==> config.mk <==
export PLATFORM = sky130hd
export DESIGN_NAME = keyboard_scancode_decoder
export DESIGN_NICKNAME = d
export VERILOG_FILES = /design/src/kscd_pkg.sv /design/src/keyboard_scancode_decoder.sv /design/src/kscd_decode.sv
export SDC_FILE = /design/constraint.sdc
export NUM_CORES = 1
export LEC_CHECK = 0
export BUFFER_PORTS_ARGS = -buffer_cell sky130_fd_sc_hd__buf_2
export CORE_UTILIZATION = 50
export CTS_CLUSTER_DIAMETER = 200
export CTS_CLUSTER_SIZE = 14
export DETAILED_ROUTE_END_ITERATION = 6
export PLACE_DENSITY = 0.71
export SLEW_MARGIN = 20
export SYNTH_ARGS = -nofsm -noshare
export SYNTH_HDL_FRONTEND = slang
export SYNTH_HIERARCHICAL = 1
export SYNTH_SLANG_ARGS = --single-unit
==> constraint.sdc <==
create_clock -name clk -period 4.3 [get_ports clk]
set_clock_uncertainty 0.1 [all_clocks]
set_input_delay 0.86 -clock clk [delete_from_list [all_inputs] [get_ports clk]]
set_output_delay 0.86 -clock clk [all_outputs]
set_load 0.05 [all_outputs]
==> src/kscd_pkg.sv <==
package kscd_pkg;

	localparam int CodeW  = 8;
	localparam int CharW  = 7;
	localparam int KindW  = 5;
	localparam int CfgW   = 8;
	localparam int NumTgl = 4;

	// register indexes on the config port
	typedef enum logic [0:0] {
		CFG_REPEAT_DELAY    = 1'b0,
		CFG_REPEAT_INTERVAL = 1'b1
	} cfg_index_t;

	localparam logic [CfgW-1:0] RESET_REPEAT_DELAY    = 8'd30;
	localparam logic [CfgW-1:0] RESET_REPEAT_INTERVAL = 8'd4;

	// set 2 codes with special handling
	localparam logic [CodeW-1:0] CODE_LCTRL  = 8'h14;
	localparam logic [CodeW-1:0] CODE_LSHIFT = 8'h12;
	localparam logic [CodeW-1:0] CODE_RSHIFT = 8'h59;

	// toggle bits: 0 caps, 1 num, 2 insert, 3 scroll
	localparam int TGL_CAPS = 0;
	localparam int TGL_NUM  = 1;
	localparam int TGL_INS  = 2;
	localparam int TGL_SCR  = 3;

	localparam logic [CodeW-1:0] TOGGLE_CODES [NumTgl] = '{8'h58, 8'h77, 8'd129, 8'h7E};

	typedef enum logic [KindW-1:0] {
		EV_NONE   = 5'd0,
		EV_ENTER  = 5'd1,
		EV_TAB    = 5'd2,
		EV_BKSP   = 5'd3,
		EV_ESC    = 5'd4,
		EV_LEFT   = 5'd5,
		EV_RIGHT  = 5'd6,
		EV_UP     = 5'd7,
		EV_DOWN   = 5'd8,
		EV_CLEFT  = 5'd9,
		EV_CRIGHT = 5'd10,
		EV_CUP    = 5'd11,
		EV_CDOWN  = 5'd12,
		EV_DEL    = 5'd13,
		EV_CHAR   = 5'd14,
		EV_HOME   = 5'd15,
		EV_END    = 5'd16,
		EV_PGUP   = 5'd17,
		EV_PGDN   = 5'd18,
		EV_F2     = 5'd19,
		EV_F3     = 5'd20,
		EV_F5     = 5'd21,
		EV_F6     = 5'd22,
		EV_F8     = 5'd23,
		EV_F9     = 5'd24,
		EV_F10    = 5'd25,
		EV_F11    = 5'd26,
		EV_F12    = 5'd27,
		EV_CLEAR  = 5'd28
	} event_kind_t;

	// modifier and lock state seen by the decoder
	typedef struct packed {
		logic ctrl;
		logic shift;
		logic caps;
		logic num;
	} kscd_mods_t;

endpackage

==> src/keyboard_scancode_decoder.sv <==
// Channel   Handshake                 Payload
// in        in_valid / in_stall       keyboard_present, make_flag, break_flag, scan_code
// out       out_valid / out_stall     event_kind, character, caps_lock_on, num_lock_on,
//                                     insert_on, scroll_lock_on
// cfg       cfg_write_en              cfg_index, cfg_data (no stall, no read-back)
//
// One report per cycle sustained while out_stall does not hold the result register.
// Stage 1 holds the report; modifier, lock and repeat state update and the
// table decode happen between it and the result register.
// Reset clears the valid flags and decoder state, toggles off, delay 30 and interval 4.
// in_stall rises only when stage 1 is full and the result register is held.
module keyboard_scancode_decoder (
	input  logic                          clk,
	input  logic                          arst_n,
	input  logic                          in_valid,
	output logic                          in_stall,
	input  logic                          keyboard_present,
	input  logic                          make_flag,
	input  logic                          break_flag,
	input  logic [kscd_pkg::CodeW-1:0]    scan_code,
	output logic                          out_valid,
	input  logic                          out_stall,
	output logic [kscd_pkg::KindW-1:0]    event_kind,
	output logic [kscd_pkg::CharW-1:0]    character,
	output logic                          caps_lock_on,
	output logic                          num_lock_on,
	output logic                          insert_on,
	output logic                          scroll_lock_on,
	input  logic                          cfg_write_en,
	input  logic [0:0]                    cfg_index,
	input  logic [kscd_pkg::CfgW-1:0]     cfg_data
);
	import kscd_pkg::*;

	// config registers
	logic [CfgW-1:0] repeat_delay_q;
	logic [CfgW-1:0] repeat_interval_q;

	// stage 1: captured report
	logic             valid_s1;
	logic             present_s1;
	logic             make_s1;
	logic             break_s1;
	logic [CodeW-1:0] code_s1;

	// decoder state
	logic [CodeW-1:0]  prev_code_q;
	logic [CfgW-1:0]   countdown_q;
	logic              ctrl_q;
	logic              shift_q;
	logic [NumTgl-1:0] latch_q;
	logic [NumTgl-1:0] toggles_q;

	// result register
	logic              out_valid_q;
	event_kind_t       kind_q;
	logic [CharW-1:0]  char_q;
	logic [NumTgl-1:0] out_tgl_q;

	// next-state values
	logic              ctrl_n;
	logic              shift_n;
	logic [NumTgl-1:0] latch_n;
	logic [NumTgl-1:0] toggles_n;
	logic [CodeW-1:0]  prev_n;
	logic [CfgW-1:0]   countdown_n;
	logic              emit;
	kscd_mods_t        mods;
	event_kind_t       dec_kind;
	logic [CharW-1:0]  dec_char;

	logic advance;   // result register free to take stage 1
	logic fire;      // stage 1 transaction retires this cycle

	assign advance  = !out_valid_q || !out_stall;
	assign fire     = valid_s1 && advance;
	assign in_stall = valid_s1 && !advance;

	// modifiers and locks; make applies before break within one report
	always_comb begin
		ctrl_n    = ctrl_q;
		shift_n   = shift_q;
		latch_n   = latch_q;
		toggles_n = toggles_q;
		if (!present_s1) begin
			ctrl_n = 1'b0;
		end else begin
			if (code_s1 == CODE_LCTRL) begin
				ctrl_n = break_s1 ? 1'b0 : (make_s1 ? 1'b1 : ctrl_q);
			end
			if (code_s1 == CODE_LSHIFT || code_s1 == CODE_RSHIFT) begin
				shift_n = break_s1 ? 1'b0 : (make_s1 ? 1'b1 : shift_q);
			end
			for (int i = 0; i < NumTgl; i++) begin
				if (code_s1 == TOGGLE_CODES[i]) begin
					if (make_s1 && !latch_q[i]) begin
						toggles_n[i] = ~toggles_q[i];
						latch_n[i]   = 1'b1;
					end
					if (break_s1) begin
						latch_n[i] = 1'b0;
					end
				end
			end
		end
	end

	// typematic repeat: fresh key emits at once, then delay, then interval.
	// A countdown loaded with zero behaves like one.
	always_comb begin
		prev_n      = prev_code_q;
		countdown_n = countdown_q;
		emit        = 1'b0;
		if (!present_s1 || !make_s1 || code_s1 == '0) begin
			prev_n = '0;
		end else if (code_s1 != prev_code_q) begin
			prev_n      = code_s1;
			countdown_n = repeat_delay_q;
			emit        = 1'b1;
		end else if (countdown_q <= 8'd1) begin
			countdown_n = repeat_interval_q;
			emit        = 1'b1;
		end else begin
			countdown_n = countdown_q - 8'd1;
		end
	end

	// decoder sees the modifier and lock state after this report
	assign mods.ctrl  = ctrl_n;
	assign mods.shift = shift_n;
	assign mods.caps  = toggles_n[TGL_CAPS];
	assign mods.num   = toggles_n[TGL_NUM];

	kscd_decode u_decode (
		.code (code_s1),
		.mods (mods),
		.kind (dec_kind),
		.ch   (dec_char)
	);

	always_ff @(posedge clk or negedge arst_n) begin
		if (!arst_n) begin
			repeat_delay_q    <= RESET_REPEAT_DELAY;
			repeat_interval_q <= RESET_REPEAT_INTERVAL;
		end else if (cfg_write_en) begin
			case (cfg_index_t'(cfg_index))
				CFG_REPEAT_DELAY:    repeat_delay_q    <= cfg_data;
				CFG_REPEAT_INTERVAL: repeat_interval_q <= cfg_data;
				default: ;
			endcase
		end
	end

	// stage 1 capture
	always_ff @(posedge clk or negedge arst_n) begin
		if (!arst_n) begin
			valid_s1 <= 1'b0;
		end else if (!in_stall) begin
			valid_s1 <= in_valid;
		end
	end

	always_ff @(posedge clk) begin
		if (in_valid && !in_stall) begin
			present_s1 <= keyboard_present;
			make_s1    <= make_flag;
			break_s1   <= break_flag;
			code_s1    <= scan_code;
		end
	end

	// state update on each retiring report
	always_ff @(posedge clk or negedge arst_n) begin
		if (!arst_n) begin
			prev_code_q <= '0;
			countdown_q <= '0;
			ctrl_q      <= 1'b0;
			shift_q     <= 1'b0;
			latch_q     <= '0;
			toggles_q   <= '0;
		end else if (fire) begin
			prev_code_q <= prev_n;
			countdown_q <= countdown_n;
			ctrl_q      <= ctrl_n;
			shift_q     <= shift_n;
			latch_q     <= latch_n;
			toggles_q   <= toggles_n;
		end
	end

	// result register
	always_ff @(posedge clk or negedge arst_n) begin
		if (!arst_n) begin
			out_valid_q <= 1'b0;
		end else if (advance) begin
			out_valid_q <= valid_s1;
		end
	end

	always_ff @(posedge clk) begin
		if (fire) begin
			kind_q    <= emit ? dec_kind : EV_NONE;
			char_q    <= emit ? dec_char : '0;
			out_tgl_q <= toggles_n;
		end
	end

	assign out_valid      = out_valid_q;
	assign event_kind     = kind_q;
	assign character      = char_q;
	assign caps_lock_on   = out_tgl_q[TGL_CAPS];
	assign num_lock_on    = out_tgl_q[TGL_NUM];
	assign insert_on      = out_tgl_q[TGL_INS];
	assign scroll_lock_on = out_tgl_q[TGL_SCR];

endmodule

==> src/kscd_decode.sv <==
module kscd_decode (
	input  logic [kscd_pkg::CodeW-1:0] code,
	input  kscd_pkg::kscd_mods_t       mods,
	output kscd_pkg::event_kind_t      kind,
	output logic [kscd_pkg::CharW-1:0] ch
);
	import kscd_pkg::*;

	// US base map, ASCII, 0 = no character
	function automatic logic [CharW-1:0] base_map(input logic [CharW-1:0] idx);
		logic [CharW-1:0] c;
		case (idx)
			7'd14:  c = 7'h60;
			7'd21:  c = 7'h71;
			7'd22:  c = 7'h31;
			7'd26:  c = 7'h7a;
			7'd27:  c = 7'h73;
			7'd28:  c = 7'h61;
			7'd29:  c = 7'h77;
			7'd30:  c = 7'h32;
			7'd33:  c = 7'h63;
			7'd34:  c = 7'h78;
			7'd35:  c = 7'h64;
			7'd36:  c = 7'h65;
			7'd37:  c = 7'h34;
			7'd38:  c = 7'h33;
			7'd41:  c = 7'h20;
			7'd42:  c = 7'h76;
			7'd43:  c = 7'h66;
			7'd44:  c = 7'h74;
			7'd45:  c = 7'h72;
			7'd46:  c = 7'h35;
			7'd49:  c = 7'h6e;
			7'd50:  c = 7'h62;
			7'd51:  c = 7'h68;
			7'd52:  c = 7'h67;
			7'd53:  c = 7'h79;
			7'd54:  c = 7'h36;
			7'd58:  c = 7'h6d;
			7'd59:  c = 7'h6a;
			7'd60:  c = 7'h75;
			7'd61:  c = 7'h37;
			7'd62:  c = 7'h38;
			7'd65:  c = 7'h2c;
			7'd66:  c = 7'h6b;
			7'd67:  c = 7'h69;
			7'd68:  c = 7'h6f;
			7'd69:  c = 7'h30;
			7'd70:  c = 7'h39;
			7'd73:  c = 7'h2e;
			7'd74:  c = 7'h2f;
			7'd75:  c = 7'h6c;
			7'd76:  c = 7'h3b;
			7'd77:  c = 7'h70;
			7'd78:  c = 7'h2d;
			7'd82:  c = 7'h27;
			7'd84:  c = 7'h5b;
			7'd85:  c = 7'h3d;
			7'd91:  c = 7'h5d;
			7'd93:  c = 7'h5c;
			7'd105: c = 7'h31;
			7'd107: c = 7'h34;
			7'd108: c = 7'h37;
			7'd112: c = 7'h30;
			7'd113: c = 7'h2e;
			7'd114: c = 7'h32;
			7'd115: c = 7'h35;
			7'd116: c = 7'h36;
			7'd117: c = 7'h38;
			7'd121: c = 7'h2b;
			7'd122: c = 7'h33;
			7'd123: c = 7'h2d;
			7'd124: c = 7'h2a;
			7'd125: c = 7'h39;
			default: c = 7'h00;
		endcase
		return c;
	endfunction

	function automatic logic [CharW-1:0] apply_shift(input logic [CharW-1:0] c,
			input logic sh, input logic caps);
		logic [CharW-1:0] r;
		r = c;
		if (c inside {[7'h61:7'h7a]}) begin
			r = (sh ^ caps) ? c - 7'h20 : c;
		end else if (sh) begin
			case (c)
				7'h31: r = 7'h21;
				7'h32: r = 7'h40;
				7'h33: r = 7'h23;
				7'h34: r = 7'h24;
				7'h35: r = 7'h25;
				7'h36: r = 7'h5e;
				7'h37: r = 7'h26;
				7'h38: r = 7'h2a;
				7'h39: r = 7'h28;
				7'h30: r = 7'h29;
				7'h60: r = 7'h7e;
				7'h2d: r = 7'h5f;
				7'h3d: r = 7'h2b;
				7'h5b: r = 7'h7b;
				7'h5d: r = 7'h7d;
				7'h5c: r = 7'h7c;
				7'h3b: r = 7'h3a;
				7'h27: r = 7'h22;
				7'h2c: r = 7'h3c;
				7'h2e: r = 7'h3e;
				7'h2f: r = 7'h3f;
				default: r = c;
			endcase
		end
		return r;
	endfunction

	logic [CharW-1:0] base;
	logic             low_half;
	logic             numpad;

	assign low_half = ~code[CodeW-1];
	assign base     = low_half ? base_map(code[CharW-1:0]) : '0;
	assign numpad   = code inside {8'd105, 8'd107, 8'd108, 8'd112, 8'd113, 8'd114,
		8'd115, 8'd116, 8'd117, 8'd122, 8'd125};

	always_comb begin
		kind = EV_NONE;
		ch   = '0;
		case (code)
			8'd90, 8'd25: kind = EV_ENTER;
			8'd13:  kind = EV_TAB;
			8'd102: kind = EV_BKSP;
			8'd118: kind = EV_ESC;
			8'd134: kind = mods.ctrl ? EV_CLEFT  : EV_LEFT;
			8'd141: kind = mods.ctrl ? EV_CRIGHT : EV_RIGHT;
			8'd137: kind = mods.ctrl ? EV_CUP    : EV_UP;
			8'd138: kind = mods.ctrl ? EV_CDOWN  : EV_DOWN;
			8'd133: kind = EV_DEL;
			8'd128: begin
				kind = EV_CHAR;
				ch   = 7'h2f;
			end
			8'd135: kind = EV_HOME;
			8'd136: kind = EV_END;
			8'd139: kind = EV_PGUP;
			8'd140: kind = EV_PGDN;
			8'd6:   kind = EV_F2;
			8'd4:   kind = EV_F3;
			8'd3:   kind = EV_F5;
			8'd11:  kind = EV_F6;
			8'd10:  kind = EV_F8;
			8'd1:   kind = EV_F9;
			8'd9:   kind = EV_F10;
			8'd120: kind = EV_F11;
			8'd7:   kind = EV_F12;
			default: begin
				if (mods.ctrl && base == 7'h63) begin
					kind = EV_CLEAR;
				end else if (numpad && !mods.num) begin
					kind = EV_NONE;
				end else if (base != '0) begin
					kind = EV_CHAR;
					ch   = apply_shift(base, mods.shift, mods.caps);
				end
			end
		endcase
	end

endmodule

==> run_results.csv <==
group,metric,value,unit
critical_path,worstSetupEndpointType,"flop",
timing,post-route-min-period,4.16,ns
synthesis,synth_top_cell_area_share,0.169,
run_status,status,"completed",
synthesis,async_flop_share,0.620,
route,wl_met1,6880,um
route,drt.antenna.violating_nets,0,
place,post-place-ws,0.113,ns
flow_run,drv_cap,0,
pwr,p_total,0.00225,W
worst_hold_path,hold_path_class,"flop to flop",
pwr,switchingPower,0.000740,W
timing,setup_viol,0,
critical_path,crit_type,"flop to flop",
critical_path,cp-start-kind,"flop",
pwr,swShare,0.328,
final_layout,fin_util,0.600,
final_layout,n_fill_cell,963,
synthesis,synth_largest_area_cell,"dfrtp_1",
clocking,clockBufferDepth,2,
clocking,ctsRootBufferMaster,"clkbuf_16",
final_layout,nets,725,
floorplanning,row_count,38,
floorplanning,die_h,110,um
timing,timing_hold_violations_final,0,
final_layout,antenna_cells,0,
floorplanning,ios,43,
synthesis,yosysSeqAreaShare,0.331,
route,vias,5467,
floorplanning,die_area,12000,um^2
synthesis,synth_area,5790,um^2
timing,fin_hold_ws,0.393,ns
synthesis,synth_edf_count,27,
timing,period_share,0.967,
final_layout,stdcell_area,6650,um^2
synthesis,synth.distinct_cells,99,
route,drc_errors,0,
clocking,cts_sinks,71,
final_layout,drive_gt1_frac,0.251,
synthesis,syn-num-nets,674,
timing,fmax,240,MHz
route,wl_met2,7510,um
pwr,vdd_drop_max,428,uV
clocking,postCtsHoldBufs,0,
critical_path,crit_path_max_fanout,21,
synthesis,ys_ff_latch,71,
floorplanning,coreArea,11100,um^2
grt,antenna_found_initial,0,
timing,tightest_slew,0.955,ns
pwr,power.internal,0.00151,W
place,routabilityCongestion,1.03,
grt,grt_pass1_wl,25400,um
grt,grt_usage,0.274,
synthesis,syn_inst,637,
final_layout,syn2layout_area_growth,14.8,%
clocking,insertion_delay,0.34,ns
synthesis,ys.flop_type,"dfrtp_1",
clocking,h-tree-depth,3,
clocking,cts_tree,"yes",
route,drt-pass1-iter-count,5,
route,vias_per_cell,6.56,
synthesis,ys_warn_count,6,
synthesis,synthTopCellsByArea,"dfrtp_1, edfxtp_1, mux2_2",
pwr,seqPwrFrac,0.381,
clocking,cts.reportedPaths.clkPinSlew,0.06,ns
route,routed.top_layer,"met4",
critical_path,worstPathRequired,4.29,ns
clocking,cts_buffers,9,
route,first_iter_violations,555,
timing,relSlewSlack,0.364,
critical_path,ff2ff_setup_slack,0.14,ns
synthesis,syn_avg_cell_area,9.09,um^2
grt,grt-ovfl-total,0,
pwr,power_frac_comb,0.275,
pwr,power.share.clock,0.344,
place,port_buffers,42,
timing,drv_slew,0,
timing,setup_ws,0.141,ns
pwr,p_leak,2.60,nW
route,dr_wl_met3,1190,um
route,wire_per_inst,19.2,um
floorplanning,die_w,110,um
place,dpl_cell_area,6260,um^2
grt,first_global_vias,5059,
critical_path,crit_arrival,4.15,ns
grt,grt_max_degree,56,
route,wirelength,16000,um
place,detailed_place_hpwl,11500,um
floorplanning,initial_core_util,0.523,
pwr,p_per_area,339,nW/um^2
==> synth_stat cells, types with 6 or more instances <==
| cell type | n |
|---|---|
| xnor2_1 | 9 |
| a211oi_1 | 11 |
| buf_2 | 18 |
| nand3b_1 | 6 |
| nor4_1 | 11 |
| edfxtp_1 | 27 |
| xor2_1 | 11 |
| clkbuf_1 | 10 |
| nor2b_1 | 14 |
| inv_1 | 19 |
| ha_1 | 12 |
| a31oi_1 | 10 |
| nand4_1 | 9 |
| nand2b_1 | 25 |
| nand3_1 | 16 |
| mux2_2 | 19 |
| o211ai_1 | 13 |
| a22o_1 | 10 |
| a21oi_1 | 39 |
| nand2_1 | 49 |
| mux2i_1 | 11 |
| and2_1 | 16 |
| nor2_1 | 37 |
| o21ai_0 | 30 |
| nor3b_1 | 8 |
| buf_4 | 9 |
| dfrtp_1 | 39 |
| nor3_1 | 17 |
==> metrics by stage <==
step                      std cells  setup TNS [ns]
final                           833               0
after global routing            833         -0.0784
after CTS                       831               0
after detailed placement        815               0
after global placement          815               0
after floorplan                 637               0
==> final timing paths <==
check	to	from	cells past startpoint
worst min-delay path	toggles_q[3]$_DFFE_PN0N_	toggles_q[3]$_DFFE_PN0N_	1
worst min register to register	toggles_q[3]$_DFFE_PN0N_	toggles_q[3]$_DFFE_PN0N_	1
min in group asynchronous	toggles_q[2]$_DFFE_PN0N_	arst_n	1
worst max-delay path	character[6]$_SDFFCE_PN0N_	code_s1[1]$_DFFE_PP_	13
worst max register to register	character[6]$_SDFFCE_PN0N_	code_s1[1]$_DFFE_PP_	13
max in group asynchronous	countdown_q[5]$_DFFE_PN0P_	arst_n	1
==> layout make-up <==
type,count,area [um^2],share of cell area
clock buffers,10,250,0.0376
clock inverters,6,66.3,0.00997
inverters,23,88.8,0.0134
multi-input cells,500,3600,0.541
flip-flops and latches,71,1920,0.288
well taps,140,175,0.0263
repair buffers,83,556,0.0835
==> critical path, stage by stage (launching register included) <==
cell and delay (ns):
edfxtp_1 0.34, buf_4 0.27, ha_1 0.45, buf_4 0.22
a21oi_1 0.07, a22oi_1 0.35, a31oi_2 0.27, o311ai_0 0.52
o31ai_2 0.16, a32oi_2 0.39, a21oi_1 0.14, mux2_2 0.29
a31o_1 0.19, and2_1 0.15
==> flip-flops by register name, summed over array words and instances, names as in the netlist, 4 cells and up <==
signal,cells
toggles_q,4
prev_code_q,8
code_s1,8
character,7
countdown_q,8
event_kind,5
latch_q,4
out_tgl_q,4
repeat_interval_q,8
repeat_delay_q,8
==> routing by layer <==
layer  GRT usage  vias to the layer above
met1       0.361                     2632
met2       0.446                      271
met4      0.0962                        0
met3      0.0551                       39
met5           0                        -
li1            -                     2525
==> repair_timing <==
action / in CTS / in global routing
endpoints found under the setup margin: 0 / 7
setup buffers: 0 / 1
resized for setup: 0 / 9
==> power by group through the flow <==
stage                     combinational (W)  clock [W]  sequential, W
final                              0.000619   0.000775       0.000859
after global routing               0.000675   0.000816       0.000870
after CTS                          0.000602   0.000787       0.000858
after detailed placement           0.000599          0       0.000870
after global placement             0.000592          0       0.000866
after floorplan                    0.000403          0       0.000889
==> kinds of logic after synthesis <==
kind of cell             after synthesis  synth area share
adder cells (fa/ha/maj)               12            0.0259
buffers and inverters                 67            0.0590
AND/OR/NAND/NOR                      243             0.243
multiplexers                          31            0.0585
AO/OA/AOI/OAI                        193             0.252
XOR/XNOR                              20            0.0302
flip-flops                            71             0.331
==> placed cells by master, fill, tap and decap left out, types with 8 or more instances in the layout <==
cell       instances
ha_1              10
edfxtp_1          27
nand2b_1          25
a211oi_1          11
xor2_1            11
inv_1             19
nand3_1           16
buf_2             42
a31oi_1           10
nor2_1            37
a22o_1            10
mux2i_1           11
o21ai_0           30
o211ai_1          13
nor3b_1            8
dfrtp_1           39
nand2_1           49
clkbuf_16         10
nor3_1            17
mux2_2            19
buf_4             38
xnor2_1            9
and2_1            16
nand4_1            9
a21oi_1           39
nor4_1            10
nor2b_1           13
Power figures use the tool's default switching activity.
